===== config.mk =====
export PLATFORM = sky130hd
export DESIGN_NAME = lttvd_front_flat
export DESIGN_NICKNAME = d
export VERILOG_FILES = /design/src/hw/rtl/lttvd_pkg.sv /design/src/hw/rtl/lttvd_in_if.sv /design/src/hw/rtl/lttvd_front.sv /design/src/flat_wrapper.sv
export SDC_FILE = /design/constraint.sdc
export NUM_CORES = 2
export LEC_CHECK = 0
export BUFFER_PORTS_ARGS = -buffer_cell sky130_fd_sc_hd__buf_2
export CAP_MARGIN = 20
export CORE_MARGIN = 2
export CORE_UTILIZATION = 56
export DETAILED_ROUTE_END_ITERATION = 8
export HOLD_SLACK_MARGIN = 0.1
export PLACE_DENSITY_LB_ADDON = 0.08
export SYNTH_ARGS = -nofsm -noshare
export SYNTH_HDL_FRONTEND = slang
export SYNTH_SLANG_ARGS = --single-unit

===== constraint.sdc =====
create_clock -name clk -period 29.6 [get_ports clk]
set_clock_uncertainty 0.2 [all_clocks]
set_input_delay 4.44 -clock clk [delete_from_list [all_inputs] [get_ports clk]]
set_output_delay 4.44 -clock clk [all_outputs]
set_load 0.01 [all_outputs]

===== src/hw/rtl/lttvd_pkg.sv =====
// ----------------------------------------------------------------------------
// lttvd_pkg: shared types and constants
// Status codes, band coefficients and the request record passed from the
// front end to the divider back end.
// ----------------------------------------------------------------------------
`default_nettype none
package lttvd_pkg;

	// result status codes
	localparam logic [1:0] ST_OK   = 2'd0;
	localparam logic [1:0] ST_ZERO = 2'd1;
	localparam logic [1:0] ST_ZSPD = 2'd2;
	localparam logic [1:0] ST_SAT  = 2'd3;

	// speed thresholds, Q8.8 m/s
	localparam logic [15:0] SPD_5  = 16'd1280;
	localparam logic [15:0] SPD_7  = 16'd1792;
	localparam logic [15:0] SPD_9  = 16'd2304;
	localparam logic [15:0] SPD_11 = 16'd2816;
	localparam logic [15:0] SPD_13 = 16'd3328;
	localparam logic [15:0] SPD_16 = 16'd4096;
	localparam logic [15:0] SPD_18 = 16'd4608;
	localparam logic [15:0] SPD_22 = 16'd5632;
	localparam logic [15:0] SPD_26 = 16'd6656;

	// band coefficient K = num / den
	typedef struct packed {
		logic [6:0]  num;
		logic [19:0] den;
	} band_t;

	// front to back record: numerator, denominator, status class
	typedef struct packed {
		logic [1:0]  kind;
		logic [63:0] numer;
		logic [39:0] denom;
	} lttvd_req_t;

	function automatic band_t mk_band(input logic [6:0] n, input logic [19:0] d);
		band_t b;
		b.num = n;
		b.den = d;
		return b;
	endfunction

	// band lookup from priority (class = -priority) and speed
	function automatic band_t pick_band(input logic signed [7:0] prio,
		input logic [15:0] s);
		band_t b;
		b = mk_band(7'd1, 20'd3840);
		if (prio == 8'sd0 || prio == -8'sd1) begin
			b = mk_band(7'd1, 20'd20800);
		end else if (prio == -8'sd2) begin
			if (s <= SPD_11)      b = mk_band(7'd125, 20'd799998);
			else if (s <= SPD_16) b = mk_band(7'd1, 20'd12000);
			else                  b = mk_band(7'd1, 20'd20800);
		end else if (prio == -8'sd3) begin
			if (s <= SPD_11)      b = mk_band(7'd1, 20'd3840);
			else if (s <= SPD_13) b = mk_band(7'd1, 20'd4200);
			else if (s <= SPD_16) b = mk_band(7'd17, 20'd120000);
			else                  b = mk_band(7'd1, 20'd18720);
		end else if (prio <= -8'sd4 || prio == 8'sd1) begin
			if (s <= SPD_5)       b = mk_band(7'd3, 20'd1600);
			else if (s <= SPD_7)  b = mk_band(7'd1, 20'd1100);
			else if (s <= SPD_9)  b = mk_band(7'd1, 20'd2560);
			else if (s <= SPD_11) b = mk_band(7'd1, 20'd3840);
			else if (s <= SPD_13) b = mk_band(7'd1, 20'd5400);
			else if (s <= SPD_16) b = mk_band(7'd17, 20'd126640);
			else if (s <= SPD_18) b = mk_band(7'd1, 20'd8800);
			else if (s <= SPD_22) b = mk_band(7'd1, 20'd9600);
			else if (s <= SPD_26) b = mk_band(7'd1, 20'd10400);
			else                  b = mk_band(7'd1, 20'd11200);
		end
		return b;
	endfunction

endpackage
`default_nettype wire


===== src/hw/rtl/lttvd_in_if.sv =====
// ----------------------------------------------------------------------------
// lttvd_in_if: link request channel
// Valid/ready channel carrying the attributes of one road link.
// ----------------------------------------------------------------------------
`default_nettype none
interface lttvd_in_if;
	logic              valid;
	logic              ready;
	logic              is_district;
	logic signed [7:0] road_priority;
	logic [3:0]        lane_count;
	logic [15:0]       link_speed;
	logic [23:0]       link_length;
	logic [23:0]       flow_rate;

	modport source(output valid, is_district, road_priority, lane_count,
		link_speed, link_length, flow_rate, input ready);
	modport sink(input valid, is_district, road_priority, lane_count,
		link_speed, link_length, flow_rate, output ready);
endinterface
`default_nettype wire


===== src/hw/rtl/lttvd_front.sv =====
// ----------------------------------------------------------------------------
// lttvd_front: classify and multiply
// Picks the band and special case of each link, then forms the numerator
// L*256*(den*lanes + num*F) and denominator S*den*lanes over four stages.
// ----------------------------------------------------------------------------
`default_nettype none
module lttvd_front (
	input  wire logic              clk,
	input  wire logic              arst_n,
	lttvd_in_if.sink               link,
	input  wire logic              q_full,
	output logic                   q_push,
	output lttvd_pkg::lttvd_req_t  q_data
);
	import lttvd_pkg::*;

	logic        v_s1, v_s2, v_s3, v_s4;
	logic        adv;

	logic [1:0]  kind_s1, kind_s2, kind_s3;
	band_t       band_s1;
	logic [3:0]  lanes_s1;
	logic [15:0] spd_s1, spd_s2;
	logic [23:0] len_s1, len_s2, len_s3;
	logic [23:0] flow_s1;
	logic [23:0] dl_s2;
	logic [30:0] nf_s2;
	logic [31:0] sum_s3;
	logic [39:0] denom_s3;
	lttvd_req_t  req_s4;

	// whole pipe moves unless its tail is blocked by a full queue
	assign adv        = !v_s4 || !q_full;
	assign link.ready = adv;
	assign q_push     = v_s4 && !q_full;
	assign q_data     = req_s4;

	always_ff @(posedge clk or negedge arst_n) begin
		if (!arst_n) begin
			v_s1 <= 1'b0;
			v_s2 <= 1'b0;
			v_s3 <= 1'b0;
			v_s4 <= 1'b0;
		end else if (adv) begin
			v_s1 <= link.valid;
			v_s2 <= v_s1;
			v_s3 <= v_s2;
			v_s4 <= v_s3;
		end
	end

	always_ff @(posedge clk) begin
		if (adv) begin
			// stage 1: special cases and band
			if (link.is_district || link.lane_count == 4'd0) kind_s1 <= ST_ZERO;
			else if (link.link_speed == 16'd0)               kind_s1 <= ST_ZSPD;
			else                                             kind_s1 <= ST_OK;
			band_s1  <= pick_band(link.road_priority, link.link_speed);
			lanes_s1 <= link.lane_count;
			spd_s1   <= link.link_speed;
			len_s1   <= link.link_length;
			flow_s1  <= link.flow_rate;
			// stage 2: den*lanes and num*flow
			kind_s2  <= kind_s1;
			dl_s2    <= band_s1.den * lanes_s1;
			nf_s2    <= band_s1.num * flow_s1;
			spd_s2   <= spd_s1;
			len_s2   <= len_s1;
			// stage 3: sum and denominator
			kind_s3  <= kind_s2;
			sum_s3   <= {8'd0, dl_s2} + {1'b0, nf_s2};
			denom_s3 <= spd_s2 * dl_s2;
			len_s3   <= len_s2;
			// stage 4: numerator, scaled by 256 (full 56-bit product)
			req_s4.kind  <= kind_s3;
			req_s4.numer <= {56'(len_s3) * 56'(sum_s3), 8'd0};
			req_s4.denom <= denom_s3;
		end
	end
endmodule
`default_nettype wire


===== src/flat_wrapper.sv =====
// flat-port wrapper written by rule: the top's interface ports become plain ports
module lttvd_front_flat import lttvd_pkg::*;
  (clk, arst_n, q_full, q_push, q_data, link_valid, link_is_district, link_road_priority, link_lane_count, link_link_speed, link_link_length, link_flow_rate, link_ready);
  lttvd_in_if link_i ();
  input  wire logic clk;
  input  wire logic arst_n;
  input  wire logic q_full;
  output logic q_push;
  output lttvd_pkg::lttvd_req_t q_data;
  input wire logic [$bits(link_i.valid)-1:0] link_valid;
  input wire logic [$bits(link_i.is_district)-1:0] link_is_district;
  input wire logic [$bits(link_i.road_priority)-1:0] link_road_priority;
  input wire logic [$bits(link_i.lane_count)-1:0] link_lane_count;
  input wire logic [$bits(link_i.link_speed)-1:0] link_link_speed;
  input wire logic [$bits(link_i.link_length)-1:0] link_link_length;
  input wire logic [$bits(link_i.flow_rate)-1:0] link_flow_rate;
  output wire logic [$bits(link_i.ready)-1:0] link_ready;
  assign link_i.valid = link_valid;
  assign link_i.is_district = link_is_district;
  assign link_i.road_priority = link_road_priority;
  assign link_i.lane_count = link_lane_count;
  assign link_i.link_speed = link_link_speed;
  assign link_i.link_length = link_link_length;
  assign link_i.flow_rate = link_flow_rate;
  assign link_ready = link_i.ready;
  lttvd_front u_core (.clk(clk), .arst_n(arst_n), .link(link_i), .q_full(q_full), .q_push(q_push), .q_data(q_data));
endmodule

==> flow_metrics.tcl <==
set metrics [dict create \
    status "completed" \
    io_pins 189 \
    regArea_sq_um 11400 \
    synth_ff_type "edfxtp_1" \
    syn2layout_area_growth_pct 6.71 \
    final_cell_mix "inv_1, fa_1, nand2_1, and2_1, ha_1" \
    syn_inst 5678 \
    m1WireLength_mm 58.1 \
    drt_iter0_markers 2321 \
    ant_nets 0 \
    start_util_pct 56.6 \
    stdcell_count 7142 \
    maxSlewHeadroom_pct 19.8 \
    cts_hold_buf 0 \
    dr.pass1.iters 7 \
    slowest_stage "nand2_4" \
    place_congestion 0.942 \
    cts_buffers 46 \
    tns_ns 0 \
    fill_cells 8759 \
    top_layer "met5" \
    cp_cell_sequence "buf_2 -> nand2_4 -> buf_2" \
    clk_latency_ns 0.66 \
    clock.fmax_mhz 103 \
    grt_max_degree 150 \
    dieWidth_um 322 \
    maxCapViolCount 0 \
    diodes 0 \
    ctsResizeCount 0 \
    placed_cells 7058 \
    wl_mm 138 \
    ys_ff_latch 381 \
    fin_area_sq_um 60600 \
    synth_area_sq_um 56800 \
    grt_pass1_vias 41936 \
    crit_path_end_kind "primary output" \
    drive_gt1_share_pct 6.19 \
    syn_avg_cell_area_sq_um 10.0 \
    final_common_cell "inv_1" \
    antenna_found_initial 2 \
    yosys_warnings 0 \
    crit_path_max_fanout 23 \
    grt_pass1_wl_mm 227 \
    overflow 0 \
    worstHoldPathType "reg2reg" \
    multi_input_area_sq_um 39700 \
    cp_slowest_stage_delay_ns 0.28 \
    hold_viol 0 \
    post_cts_buffers 0 \
    setup_viol 0 \
    hpwl_mm 102 \
    dieArea_sq_um 104000 \
    final.period_utilization_pct 32.9 \
    start_kind "input port" \
    port_buffers 179 \
    placed_area_sq_um 59000 \
    arrival_ns 5.11 \
    cts_tree "done" \
    ys_async_sr_fraction_pct 1.05 \
    wl_per_cell_um 19.3 \
    dr_wl_met3_mm 7.92 \
    tightest_slew_ns 1.20 \
    drc 0 \
    ys_seq_area_share_pct 20.1 \
    rsz0062_at_grt "no" \
    critPathKind "in2out" \
    htreeDepth 2 \
    die_h_um 322 \
    std_cell_rows 116 \
    cts_max_path_buffers 3 \
    crit_top_cell "buf_2" \
    cts_sinks 381 \
    drv_slew 0 \
    crit_required_ns 24.96 \
    cts_root_buf "clkbuf_16" \
    track_usage_pct 28.2 \
    nets 7318 \
    synth_cell_type_count 92 \
    route.met2.wl_mm 66.9 \
    cts.clk_slew.worst_paths_ns 0.07 \
    coreArea_sq_um 100000 \
    min_period_ns 9.75 \
    vias_per_cell 5.42 \
    synth_edf_count 377 \
    num_vias 38681 \
]
## area by class of cell
type / count / share of cell area, %
Multi-Input combinational cell: 3820 / 65.6
Sequential cell: 381 / 18.9
Inverter: 1250 / 7.75
Tap cell: 1357 / 2.80
Timing Repair Buffer: 251 / 2.46
Clock buffer: 50 / 1.93
Clock inverter: 33 / 0.663
## flip-flops by register name, summed over array words and instances, names as in the netlist
name,cells
u_core.lanes_s1,4
u_core.dl_s2,23
u_core.spd_s2,16
u_core.kind_s3,2
u_core.len_s3,24
u_core.nf_s2,31
u_core.flow_s1,24
u_core.len_s2,24
u_core.v_s2,1
u_core.band_s1,17
u_core.kind_s1,2
u_core.kind_s2,2
u_core.v_s3,1
u_core.v_s4,1
u_core.denom_s3,39
u_core.sum_s3,32
u_core.len_s1,24
u_core.v_s1,1
u_core.spd_s1,16
u_core.q_data,97
## final timing paths
path,from,cells past startpoint,to,slack [ns]
min,u_core.len_s2[1],0,u_core.len_s3[1],0.21
max reg2reg,u_core.sum_s3[9],21,u_core.q_data[101],21.23
max in group asynchronous,arst_n,1,u_core.v_s4,25.71
min reg2reg,u_core.len_s2[1],0,u_core.len_s3[1],0.21
min in group asynchronous,arst_n,1,u_core.v_s2,3.38
max,q_full,3,link_ready,19.85
## synthesized netlist by cell type (all sizes together), types with 3 or more instances
library cell	number	area share (%)
inv	1250	8.3
nor4	6	0.066
a41oi	7	0.11
o211ai	13	0.18
nor3b	7	0.093
fa	1089	38
nand2b	28	0.31
nand2	799	5.3
a211o	3	0.046
o31ai	13	0.18
a2111oi	11	0.22
or2	4	0.044
o41ai	6	0.11
a211oi	14	0.20
mux2	4	0.079
a21o	79	1.1
xor2	41	0.63
edfxtp	377	20
o21bai	34	0.45
o311a	3	0.053
ha	398	8.8
and2	579	6.4
o21a	21	0.28
o21ai	93	0.83
a31oi	16	0.20
a31o	3	0.046
nor3	31	0.27
nor2	95	0.63
dfrtp	4	0.18
nand4	20	0.22
a221oi	5	0.099
o22ai	3	0.033
buf	14	0.17
or3	13	0.14
nor2b	20	0.22
o311ai	7	0.13
clkbuf	219	1.5
a21oi	138	1.2
a21boi	5	0.073
and4	4	0.062
xnor2	108	1.7
and3	14	0.15
nand3	47	0.42
## worst max-delay path: cells and delay by family
family / cells / cell delay [ns]
buffers and inverters: 2 / 0.38
AND/OR/NAND/NOR: 1 / 0.28
## through the flow
stage,setup WS (ns),util (%),hold slack [ns]
6_report,19.85,60.4,0.205
5_1_grt,19.78,60.4,0.219
4_1_cts,19.78,60.4,0.206
3_5_place_dp,19.78,58.8,0.205
3_3_place_gp,19.79,58.8,0.201
2_1_floorplan,12.47,-,0.200
## kinds of logic (layout without fill, tap and decap cells)
kind of cell | count (synthesis) | in the layout | synth area share, %
other | 1 | 9 | 0.00661
AO/OA/AOI/OAI | 491 | 491 | 5.82
adder cells (fa/ha/maj) | 1487 | 1487 | 47.2
XOR/XNOR | 149 | 149 | 2.30
flip-flops | 381 | 381 | 20.1
buffers and inverters | 1485 | 1584 | 10.0
multiplexers | 5 | 5 | 0.0970
AND/OR/NAND/NOR | 1679 | 1679 | 14.5
## routing by layer
layer | GRT usage, % | vias up
met1 | 37.9 | 19866
met4 | 9.95 | 2
met3 | 3.53 | 267
li1 | - | 17432
met2 | 47.5 | 1114
met5 | 0 | -
Power is left out: the tool's default activity adds up to more than one toggle a clock period on the data nets, which glitch-free logic cannot reach.
