File: src/hw/rtl/lttvd_pkg.sv
// ----------------------------------------------------------------------------
// lttvd_pkg: shared types and constants
// Status codes, band coefficients and the request record passed from the
// front end to the divider back end.
// ----------------------------------------------------------------------------
`default_nettype none
package lttvd_pkg;

	// result status codes
	localparam logic [1:0] ST_OK   = 2'd0;
	localparam logic [1:0] ST_ZERO = 2'd1;
	localparam logic [1:0] ST_ZSPD = 2'd2;
	localparam logic [1:0] ST_SAT  = 2'd3;

	// speed thresholds, Q8.8 m/s
	localparam logic [15:0] SPD_5  = 16'd1280;
	localparam logic [15:0] SPD_7  = 16'd1792;
	localparam logic [15:0] SPD_9  = 16'd2304;
	localparam logic [15:0] SPD_11 = 16'd2816;
	localparam logic [15:0] SPD_13 = 16'd3328;
	localparam logic [15:0] SPD_16 = 16'd4096;
	localparam logic [15:0] SPD_18 = 16'd4608;
	localparam logic [15:0] SPD_22 = 16'd5632;
	localparam logic [15:0] SPD_26 = 16'd6656;

	// band coefficient K = num / den
	typedef struct packed {
		logic [6:0]  num;
		logic [19:0] den;
	} band_t;

	// front to back record: numerator, denominator, status class
	typedef struct packed {
		logic [1:0]  kind;
		logic [63:0] numer;
		logic [39:0] denom;
	} lttvd_req_t;

	function automatic band_t mk_band(input logic [6:0] n, input logic [19:0] d);
		band_t b;
		b.num = n;
		b.den = d;
		return b;
	endfunction

	// band lookup from priority (class = -priority) and speed
	function automatic band_t pick_band(input logic signed [7:0] prio,
		input logic [15:0] s);
		band_t b;
		b = mk_band(7'd1, 20'd3840);
		if (prio == 8'sd0 || prio == -8'sd1) begin
			b = mk_band(7'd1, 20'd20800);
		end else if (prio == -8'sd2) begin
			if (s <= SPD_11)      b = mk_band(7'd125, 20'd799998);
			else if (s <= SPD_16) b = mk_band(7'd1, 20'd12000);
			else                  b = mk_band(7'd1, 20'd20800);
		end else if (prio == -8'sd3) begin
			if (s <= SPD_11)      b = mk_band(7'd1, 20'd3840);
			else if (s <= SPD_13) b = mk_band(7'd1, 20'd4200);
			else if (s <= SPD_16) b = mk_band(7'd17, 20'd120000);
			else                  b = mk_band(7'd1, 20'd18720);
		end else if (prio <= -8'sd4 || prio == 8'sd1) begin
			if (s <= SPD_5)       b = mk_band(7'd3, 20'd1600);
			else if (s <= SPD_7)  b = mk_band(7'd1, 20'd1100);
			else if (s <= SPD_9)  b = mk_band(7'd1, 20'd2560);
			else if (s <= SPD_11) b = mk_band(7'd1, 20'd3840);
			else if (s <= SPD_13) b = mk_band(7'd1, 20'd5400);
			else if (s <= SPD_16) b = mk_band(7'd17, 20'd126640);
			else if (s <= SPD_18) b = mk_band(7'd1, 20'd8800);
			else if (s <= SPD_22) b = mk_band(7'd1, 20'd9600);
			else if (s <= SPD_26) b = mk_band(7'd1, 20'd10400);
			else                  b = mk_band(7'd1, 20'd11200);
		end
		return b;
	endfunction

endpackage
`default_nettype wire

File: src/hw/rtl/lttvd_fifo.sv
// ----------------------------------------------------------------------------
// lttvd_fifo: decoupling queue
// Small register queue between the front end and the divider back end.
// ----------------------------------------------------------------------------
`default_nettype none
module lttvd_fifo #(
	parameter int DEPTH = 4
) (
	input  wire logic                  clk,
	input  wire logic                  arst_n,
	input  wire logic                  push,
	input  wire lttvd_pkg::lttvd_req_t wdata,
	output logic                       full,
	input  wire logic                  pop,
	output logic                       nempty,
	output lttvd_pkg::lttvd_req_t      rdata
);
	import lttvd_pkg::*;

	localparam int PW = $clog2(DEPTH);
	localparam int CW = $clog2(DEPTH + 1);

	lttvd_req_t      mem_q [DEPTH];
	logic [PW-1:0]   wp_q, rp_q;
	logic [CW-1:0]   cnt_q;

	assign full   = cnt_q == CW'(DEPTH);
	assign nempty = cnt_q != '0;
	assign rdata  = mem_q[rp_q];

	// pointers and fill count
	always_ff @(posedge clk or negedge arst_n) begin
		if (!arst_n) begin
			wp_q  <= '0;
			rp_q  <= '0;
			cnt_q <= '0;
		end else begin
			if (push) wp_q <= (wp_q == PW'(DEPTH - 1)) ? '0 : wp_q + 1'b1;
			if (pop)  rp_q <= (rp_q == PW'(DEPTH - 1)) ? '0 : rp_q + 1'b1;
			if (push && !pop)      cnt_q <= cnt_q + 1'b1;
			else if (pop && !push) cnt_q <= cnt_q - 1'b1;
		end
	end

	always_ff @(posedge clk) begin
		if (push) mem_q[wp_q] <= wdata;
	end
endmodule
`default_nettype wire

File: config.mk
export PLATFORM = sky130hd
export DESIGN_NAME = lttvd_fifo
export DESIGN_NICKNAME = d
export VERILOG_FILES = /design/src/hw/rtl/lttvd_pkg.sv /design/src/hw/rtl/lttvd_fifo.sv
export SDC_FILE = /design/constraint.sdc
export NUM_CORES = 1
export LEC_CHECK = 0
export ABC_AREA = 1
export BUFFER_PORTS_ARGS = -buffer_cell sky130_fd_sc_hd__buf_4
export CORE_MARGIN = 2
export CORE_UTILIZATION = 35
export DETAILED_ROUTE_END_ITERATION = 12
export GPL_TIMING_DRIVEN = 0
export HOLD_SLACK_MARGIN = 0.02
export PLACE_DENSITY = 0.59
export SYNTH_ARGS = -nofsm -noshare
export SYNTH_HDL_FRONTEND = slang
export SYNTH_SLANG_ARGS = --single-unit
File: constraint.sdc
create_clock -name clk -period 6.3 [get_ports clk]
set_clock_uncertainty 0.2 [all_clocks]
set_input_delay 0.63 -clock clk [delete_from_list [all_inputs] [get_ports clk]]
set_output_delay 0.63 -clock clk [all_outputs]
set_load 0.02 [all_outputs]
==> results of run 1 <==
[routing by layer]
metal,GRT usage,up-vias
li1,-,5046
met1,0.202,5069
met2,0.262,237
met3,0.0357,64
met4,0.0481,2
met5,0,-
[how the worst max path moves through the flow]
stage | start | to | slack (ns) | depth (start not counted)
after floorplan | push | mem_q[3][0] | 2.92 | 2
after global placement | push | mem_q[2][37] | 0.85 | 3
after detailed placement | rp_q[0] | rdata[87] | 3.64 | 7
after CTS | rp_q[0] | rdata[87] | 3.02 | 7
after global routing | rp_q[0] | rdata[87] | 2.96 | 7
final | rp_q[0] | rdata[87] | 3.11 | 7
[power breakdown]
| group | switching (mW) | internal [mW] | leakage, nW |
|---|---|---|---|
| Clock | 1.09 | 1.49 | 0.691 |
| Combinational | 2.72 | 1.49 | 4.37 |
| Sequential | 0.124 | 3.68 | 3.98 |
| Total | 3.94 | 6.66 | 9.04 |
[layout by cell type (no fill, tap or decap), drive strengths merged, types with 3 or more instances in the layout]
cell type,synthesis,layout
buf,50,271
clkbuf,20,83
clkinv,0,15
clkinvlp,0,4
dfrtp,7,7
edfxtp,424,424
ha,6,6
inv,225,225
nand2,334,334
nor2,3,3
o211ai,212,212
o21ai,4,4
[flip-flops by register name, summed over array words and instances, names as in the netlist]
| register | flops |
|---|---|
| cnt_q | 3 |
| wp_q | 2 |
| rp_q | 2 |
| mem_q | 424 |
[kinds of logic (layout without fill, tap and decap cells)]
logic type | count (synthesis) | after routing | synth area share
compound gates | 216 | 216 | 0.138
simple gates | 340 | 340 | 0.0704
flops | 431 | 431 | 0.709
other cells | 0 | 1 | 0
fa+ha+maj | 7 | 7 | 0.00522
buf+inv | 295 | 600 | 0.0767
xor+xnor | 1 | 1 | 0.000481
[final cells by class]
| class | instances | area [µm²] | area share |
|---|---|---|---|
| clock inverters | 20 | 131 | 0.00590 |
| clock buffers | 63 | 1310 | 0.0588 |
| multi-input cells | 564 | 3900 | 0.175 |
| inverters | 225 | 867 | 0.0389 |
| diodes | 1 | 2.50 | 0.000112 |
| plain buffers | 70 | 548 | 0.0246 |
| repair buffers | 222 | 1750 | 0.0786 |
| flip-flops and latches | 431 | 12900 | 0.580 |
| well taps | 680 | 851 | 0.0382 |
==> results.sh, run 1 <==
export IMPL_status="finished clean"
export IMPL_p_per_area_nw_per_um2=476
export IMPL_timing_rr_end="mem_q[0][30]"
export IMPL_crit_path_end_kind="output pin"
export IMPL_htree_levels=2
export IMPL_num_io_pins=218
export IMPL_die_area_um2=53800
export IMPL_slowest_stage="clkbuf_1"
export IMPL_drv_slew=0
export IMPL_grt_max_degree=76
export IMPL_antenna_found_initial=2
export IMPL_synth_area_leaders="edfxtp_1, o211ai_2, nand2_1"
export IMPL_stdcell_count=2276
export IMPL_cap_viol_max_count=0
export IMPL_finalSetupTns_ns=0
export IMPL_syn_area_um2=18200
export IMPL_crit_buf_inv=4
export IMPL_setup_worst_path_class="reg -> out"
export IMPL_cts_root_buffer="clkbuf_16"
export IMPL_syn_avg_cell_area_um2=14.1
export IMPL_clk_pin_slew_ns=0.06
export IMPL_ant_nets=0
export IMPL_design_area_um2=22300
export IMPL_cp_max_fo=10
export IMPL_globalplace_congestion=0.722
export IMPL_cts_buffers_inserted=47
export IMPL_yosysMostFrequentCell="edfxtp_1"
export IMPL_synth_top_area_share=0.700
export IMPL_tightest_slew_ns=0.693
export IMPL_drcViolationCount=0
export IMPL_slew_limit_headroom=0.538
export IMPL_yosys_most_used_dff="edfxtp_1"
export IMPL_vdd_drop_max_mv=0.380
export IMPL_synth_commonest_cells="edfxtp_1, nand2_1, inv_1"
export IMPL_synth_top_cell_by_area="edfxtp_1"
export IMPL_final_nets=1678
export IMPL_reg2reg_slack_ns=4.09
export IMPL_timing_hold_ws_ns=0.0601
export IMPL_rr_worst_depth=5
export IMPL_wl_met3_um=2390
export IMPL_grt_pass1_wl_um=63300
export IMPL_vias=10418
export IMPL_synthArstFlopShare=0.0162
export IMPL_holdCritStartpoint="wdata[105]"
export IMPL_leakage_nw=9.04
export IMPL_ys_ff_latch=431
export IMPL_cpPeakStageDelay_ns=0.50
export IMPL_route_top_layer_used="met5"
export IMPL_grt_use_total=0.157
export IMPL_cts_hold_buf=1
export IMPL_rsz0062_at_grt="false"
export IMPL_wl_um=42400
export IMPL_fill_cells=4674
export IMPL_netlist_instances=1290
export IMPL_setup_slack_ns=3.11
export IMPL_cts_tree="yes"
export IMPL_post_route_util=0.433
export IMPL_clkLatencyLatePin_ns=0.56
export IMPL_finalHoldViolCount=0
export IMPL_area_growth_pct=22.3
export IMPL_dp_slack_ns=3.64
export IMPL_synth_fp_nets=1407
export IMPL_finalSetupViolCount=0
export IMPL_drt_initial_drc_count=524
export IMPL_fp_dieW_um=232
export IMPL_core_area_um2=51400
export IMPL_yosys_cell_types_count=22
export IMPL_hold_end="mem_q[1][105]"
export IMPL_cp_start_kind="register"
export IMPL_num_rows=83
export IMPL_synth_edf_count=424
export IMPL_path_cells="inv_2 -> buf_6 -> clkbuf_1 -> nand2_1 -> o211ai_2 -> nand2_1 -> buf_4"
export IMPL_clock_path_buffers=3
export IMPL_dpl_hpwl_um=25800
export IMPL_wl_met2_um=20600
export IMPL_crit_top_cell="nand2_1"
export IMPL_cpLargestDelayFamily="buffers and inverters"
export IMPL_postPlaceCellArea_um2=20800
export IMPL_r2r_start="wp_q[0]"
export IMPL_wl_per_cell_um=18.6
export IMPL_post_cts_buffers=0
export IMPL_dpl_cell_count=2191
export IMPL_grt_overflow_total=0
export IMPL_seq_area_frac_synth=0.709
export IMPL_cp_arrival_ns=2.36
export IMPL_grt_pass1_vias=10470
export IMPL_viasPerCell=4.58
export IMPL_first_pass_iters=5
export IMPL_met1_length_um=18500
export IMPL_hold_class="in -> reg"
export IMPL_start_util=0.354
export IMPL_ys_warn_count=0
export IMPL_fin_total_pwr_mw=10.6
export IMPL_cts_sinks=431
export IMPL_critPathRequiredTime_ns=5.47
export IMPL_min_period_over_period=0.506
export IMPL_cts_resized=0
export IMPL_port_buffers=217
export IMPL_drive_gt1_frac=0.328
export IMPL_fp_dieH_um=232
export IMPL_fin_crit_ns=3.19
export IMPL_holdPathStages=1
export IMPL_max_freq_mhz=314
(Power assumes the default switching activity.)
==> run 2, diff against run 1 <==
Settings changed: PLACE_DENSITY 0.59 to 0.6.
Clock period 6.3 ns to 2.9 ns, I/O delays scaled along.
==> run 2 against run 1 <==
Compared with the run above: final cell count increased by 5.1%; sequential power grew 120%; combinational power up 120%; sequential share of layout area shrank 2.9 points; via count increased by 6.0%; worst setup slack worse by 3.0 ns.
==> results.sh, run 2 (same netlist as run 1, synthesis figures left out) <==
export IMPL_grt_pass1_vias=11589
export IMPL_grt_max_degree=35
export IMPL_num_io_pins=218
export IMPL_cts_root_buffer="clkbuf_16"
export IMPL_finalHoldViolCount=0
export IMPL_p_sw_mw=8.65
export IMPL_cp_max_fo=10
export IMPL_busiest_layer="met2"
export IMPL_grt_overflow_total=0
export IMPL_cp_arrival_ns=2.27
export IMPL_largest_register="mem_q"
export IMPL_htree_levels=2
export IMPL_core_area_um2=51400
export IMPL_cts_buffers_inserted=47
export IMPL_fp_dieH_um=232
export IMPL_globalplace_congestion=0.749
export IMPL_area_growth_pct=28.8
export IMPL_fill_cells=4552
export IMPL_final_nets=1795
export IMPL_wl_per_cell_um=18.5
export IMPL_drcViolationCount=0
export IMPL_grt_util_met2=0.285
export IMPL_drv_slew=0
export IMPL_vias=11048
export IMPL_status="finished clean"
export IMPL_critPathRequiredTime_ns=2.41
export IMPL_final_common_cell="edfxtp_1"
export IMPL_clkPwrFrac=0.238
export IMPL_crit_path_end_kind="output pin"
export IMPL_finalSetupTns_ns=0
export IMPL_min_period_over_period=0.951
export IMPL_dpl_hpwl_um=27700
export IMPL_leakage_nw=9.53
export IMPL_clk_pin_slew_ns=0.06
export IMPL_reg_largest_list="mem_q: 424 flops, cnt_q: 3 flops"
export IMPL_setup_worst_path_class="reg -> out"
export IMPL_swShare=0.373
export IMPL_vdd_drop_max_mv=0.667
export IMPL_fin_crit_ns=2.76
export IMPL_p_per_area_nw_per_um2=989
export IMPL_viasPerCell=4.62
export IMPL_hold_class="in -> reg"
export IMPL_finalSetupViolCount=0
export IMPL_start_util=0.354
export IMPL_num_rows=83
export IMPL_rsz0062_at_grt="false"
export IMPL_slew_limit_headroom=0.435
export IMPL_clock_path_buffers=3
export IMPL_multiInputGateArea_um2=3900
export IMPL_antenna_found_initial=2
export IMPL_grt_use_total=0.165
export IMPL_cap_viol_max_count=0
export IMPL_stdcell_count=2392
export IMPL_cts_sinks=431
export IMPL_largest_reg_flops=424
export IMPL_fp_dieW_um=232
export IMPL_seq_area_um2=12900
export IMPL_die_area_um2=53800
export IMPL_clkLatencyLatePin_ns=0.57
export IMPL_cp_start_kind="register"
export IMPL_dpl_cell_count=2199
export IMPL_ant_nets=0
export IMPL_drive_gt1_frac=0.310
export IMPL_drt_initial_drc_count=482
export IMPL_seqPwrFrac=0.356
export IMPL_mostFrequentLayoutCells="edfxtp_1, nand2_1, inv_1, buf_4, o211ai_2"
export IMPL_grt_pass1_wl_um=67600
export IMPL_internal_power_mw=14.5
export IMPL_wl_um=44200
export IMPL_port_buffers=217
export IMPL_cts_tree="yes"
export IMPL_max_freq_mhz=363
export IMPL_fin_total_pwr_mw=23.2
export IMPL_met1_usage=0.205
export IMPL_globalRouteMet3Util=0.0402
export IMPL_comb_power_share=0.406
export IMPL_first_pass_iters=5
export IMPL_tightest_slew_ns=0.846
[run 2: cell count changes in the layout (fill, tap and decap cells not counted), moves of 3 or more]
cell / delta
buf_12: +12
buf_16: -4
clkbuf_1: -8
clkinv_1: +7
dlygate4sd3_1: +109
clkinv_2: +3
inv_6: -4
clkbuf_2: +3
clkbuf_8: -3
[run 2: routing by layer]
layer,wire length [µm],share of wire,vias to the layer above
li1,-,-,5284
met1,18700,0.42,5454
met2,22100,0.50,251
met3,2470,0.056,57
met4,959,0.022,2
met5,11,0.00025,-
[run 2: layout make-up]
type / instances / area share
sequential: 431 / 0.551
multi-input combinational: 564 / 0.166
timing repair buffer: 339 / 0.127
clock buffer: 55 / 0.0533
inverter: 225 / 0.0368
tap: 680 / 0.0363
buffer: 70 / 0.0235
clock inverter: 27 / 0.00646
antenna: 1 / 0.000107
[run 2: final timing paths]
check / startpoint / to / slack [ns] / cells after the start
max: rp_q[0] / rdata[103] / 0.14 / 7
max in group asynchronous: arst_n / cnt_q[0] / 1.74 / 3
min reg2reg: cnt_q[2] / cnt_q[2] / 0.27 / 2
min in group asynchronous: arst_n / cnt_q[2] / 0.49 / 3
min: wdata[59] / mem_q[3][59] / 0.26 / 2
max reg2reg: wp_q[0] / mem_q[3][43] / 0.36 / 5
[run 2: power by group through the flow]
stage	Combinational, mW	Clock, mW	Sequential (mW)
after floorplan	5.65	0	8.39
after global placement	9.21	0	8.49
after detailed placement	9.44	0	8.39
after CTS	9.59	5.69	8.26
after global routing	10.2	5.94	8.34
final	9.42	5.52	8.25
[run 2: critical path, stage by stage, from the launching register on]
cell      delay [ns]
dfrtp_1         0.40
inv_2           0.08
buf_6           0.18
clkbuf_1        0.50
nand2_1         0.13
o211ai_2        0.09
nand2_1         0.13
buf_4           0.18
[run 2: repair_timing]
item / 4_1_cts / 5_1_grt
resized for setup: 0 / 6
hold buffers: 110 / 0
buffers inserted: 0 / 0
setup endpoints to repair: 0 / 6
endpoints found under the hold margin: 437 / 0
[run 2: per-stage QoR]
step                      setup slack [ns]  instance area, µm²  utilization  hold slack (ns)
after floorplan                     0.0326               18200            -           -0.206
after global placement               -1.57               20700        0.403          -0.0903
after detailed placement             0.307               20900        0.407          -0.0881
after CTS                           0.0170               23400        0.456            0.217
after global routing               0.00177               23400        0.456            0.233
final                                0.143               23400        0.456            0.259
==> run 3, diff against run 2 <==
Settings changed: CAP_MARGIN set to 15, CTS_BUF_LIST set to sky130_fd_sc_hd__clkbuf_8.
==> run 3 against run 2 <==
Compared with the run above: maximum frequency up 0.19%; critical path type unchanged; utilization fell by 0.061 points; design area fell by 0.13%; die area unchanged; clock power shrank 8.2%; flip-flop and latch count unchanged; wire length rose by 0.16%; worst setup slack better by 0.0053 ns; critical path depth did not move; non-clock buffer count decreased by 1; clock-buffer cell count is 24 higher; total power fell by 1.9%.
==> results.sh, run 3 (same netlist as run 1, synthesis figures left out) <==
export IMPL_cts_tree="yes"
export IMPL_grt_util_met2=0.283
export IMPL_area_growth_pct=28.6
export IMPL_min_period_over_period=0.949
export IMPL_stdcell_count=2442
export IMPL_grt_use_total=0.165
export IMPL_antenna_found_initial=3
export IMPL_slew_limit_headroom=0.444
export IMPL_dpl_hpwl_um=27700
export IMPL_reg_largest_list="mem_q: 424 flops, cnt_q: 3 flops"
export IMPL_fp_dieH_um=232
export IMPL_post_route_util=0.455
export IMPL_mostFrequentLayoutCells="edfxtp_1, nand2_1, inv_1"
export IMPL_htree_levels=3
export IMPL_setup_slack_ns=0.148
export IMPL_cts_root_buffer="clkbuf_8"
export IMPL_crit_path_end_kind="output pin"
export IMPL_wl_um=44300
export IMPL_clk_pin_slew_ns=0.06
export IMPL_rr_worst_depth=5
export IMPL_fin_crit_ns=2.75
export IMPL_globalplace_congestion=0.749
export IMPL_cpLargestDelayFamily="buffers and inverters"
export IMPL_die_area_um2=53800
export IMPL_setup_worst_path_class="reg -> out"
export IMPL_busiest_layer="met2"
export IMPL_critPathRequiredTime_ns=2.41
export IMPL_max_freq_mhz=363
export IMPL_core_area_um2=51400
export IMPL_design_area_um2=23400
export IMPL_vdd_drop_max_mv=0.581
export IMPL_fin_total_pwr_mw=22.7
export IMPL_vias=11091
export IMPL_port_buffers=217
export IMPL_status="finished clean"
export IMPL_drt_initial_drc_count=553
export IMPL_cap_viol_max_count=0
export IMPL_drcViolationCount=0
export IMPL_timing_hold_ws_ns=0.204
export IMPL_viasPerCell=4.54
export IMPL_tightest_slew_ns=0.832
export IMPL_grt_pass1_vias=11771
export IMPL_fp_dieW_um=232
export IMPL_cts_sinks=431
export IMPL_wl_per_cell_um=18.1
export IMPL_first_pass_iters=5
export IMPL_crit_buf_inv=5
export IMPL_dpl_cell_count=2199
export IMPL_num_rows=83
export IMPL_cts_buffers_inserted=75
export IMPL_crit_cells=7
export IMPL_finalHoldViolCount=0
export IMPL_hold_class="in -> reg"
export IMPL_met1_usage=0.200
export IMPL_cp_start_kind="register"
export IMPL_dp_slack_ns=0.299
export IMPL_finalSetupTns_ns=0
export IMPL_cp_max_fo=10
export IMPL_drive_gt1_frac=0.325
export IMPL_ant_nets=0
export IMPL_final_nets=1822
export IMPL_p_per_area_nw_per_um2=971
export IMPL_cp_arrival_ns=2.26
export IMPL_grt_pass1_wl_um=67200
export IMPL_rsz0062_at_grt="false"
export IMPL_path_cells="buf_6 -> inv_4 -> buf_6 -> buf_2 -> o211ai_1 -> nand2_1 -> buf_4"
export IMPL_globalRouteMet3Util=0.0404
export IMPL_largest_reg_flops=424
export IMPL_holdPathStages=2
export IMPL_grt_overflow_total=0
export IMPL_drv_slew=0
export IMPL_leakage_nw=9.65
export IMPL_postPlaceCellArea_um2=20900
export IMPL_slowest_stage="dfrtp_1"
export IMPL_num_io_pins=218
export IMPL_clkLatencyLatePin_ns=0.63
export IMPL_post_cts_buffers=0
export IMPL_clock_path_buffers=3
export IMPL_start_util=0.354
export IMPL_largest_register="mem_q"
export IMPL_crit_top_cell="buf_6"
export IMPL_cpPeakStageDelay_ns=0.39
export IMPL_final_common_cell="edfxtp_1"
export IMPL_grt_max_degree=35
export IMPL_finalSetupViolCount=0
-- run 3: changes by cell type in the layout (fill, tap and decap cells not counted), sizes merged --
cell / delta
clkbuf: +24
bufinv: +1
buf: -1
diode: +2
clkinv: +2
inv: +22
-- run 3: worst paths after layout --
kind                                start            to  slack (ns)
worst max register to register    wp_q[0]  mem_q[3][46]        0.36
worst min-delay path            wdata[25]  mem_q[3][25]        0.20
worst min register to register   cnt_q[2]      cnt_q[2]        0.27
worst max-delay path              rp_q[1]     rdata[84]        0.15
min in group asynchronous          arst_n      cnt_q[0]        0.43
max in group asynchronous          arst_n       rp_q[1]        1.81
-- run 3: layout make-up --
cell class	count	area [µm²]
clock inverters	52	262
repair buffers	339	2970
multi-input cells	564	3900
plain buffers	69	567
clock buffers	79	1090
flip-flops and latches	431	12900
well taps	680	851
fillers	4580	28000
diodes	3	7.51
inverters	225	862
-- run 3: per-layer routing --
layer / wire [µm] / share of wire
met1: 18800 / 0.42
met2: 22100 / 0.50
met3: 2240 / 0.051
met4: 1170 / 0.026
met5: 16 / 0.00036
-- run 3: power breakdown --
part | leakage (nW) | switching (mW) | internal [mW]
Sequential | 3.98 | 0.277 | 7.98
Combinational | 4.90 | 5.97 | 3.44
Clock | 0.770 | 2.40 | 2.68
Total | 9.65 | 8.64 | 14.1
-- run 3: repair_timing --
action,in CTS,in global routing
cloned,0,0
endpoints found under the setup margin,13,57
hold buffers,110,0
resized for setup,4,25
endpoints found under the hold margin,438,0
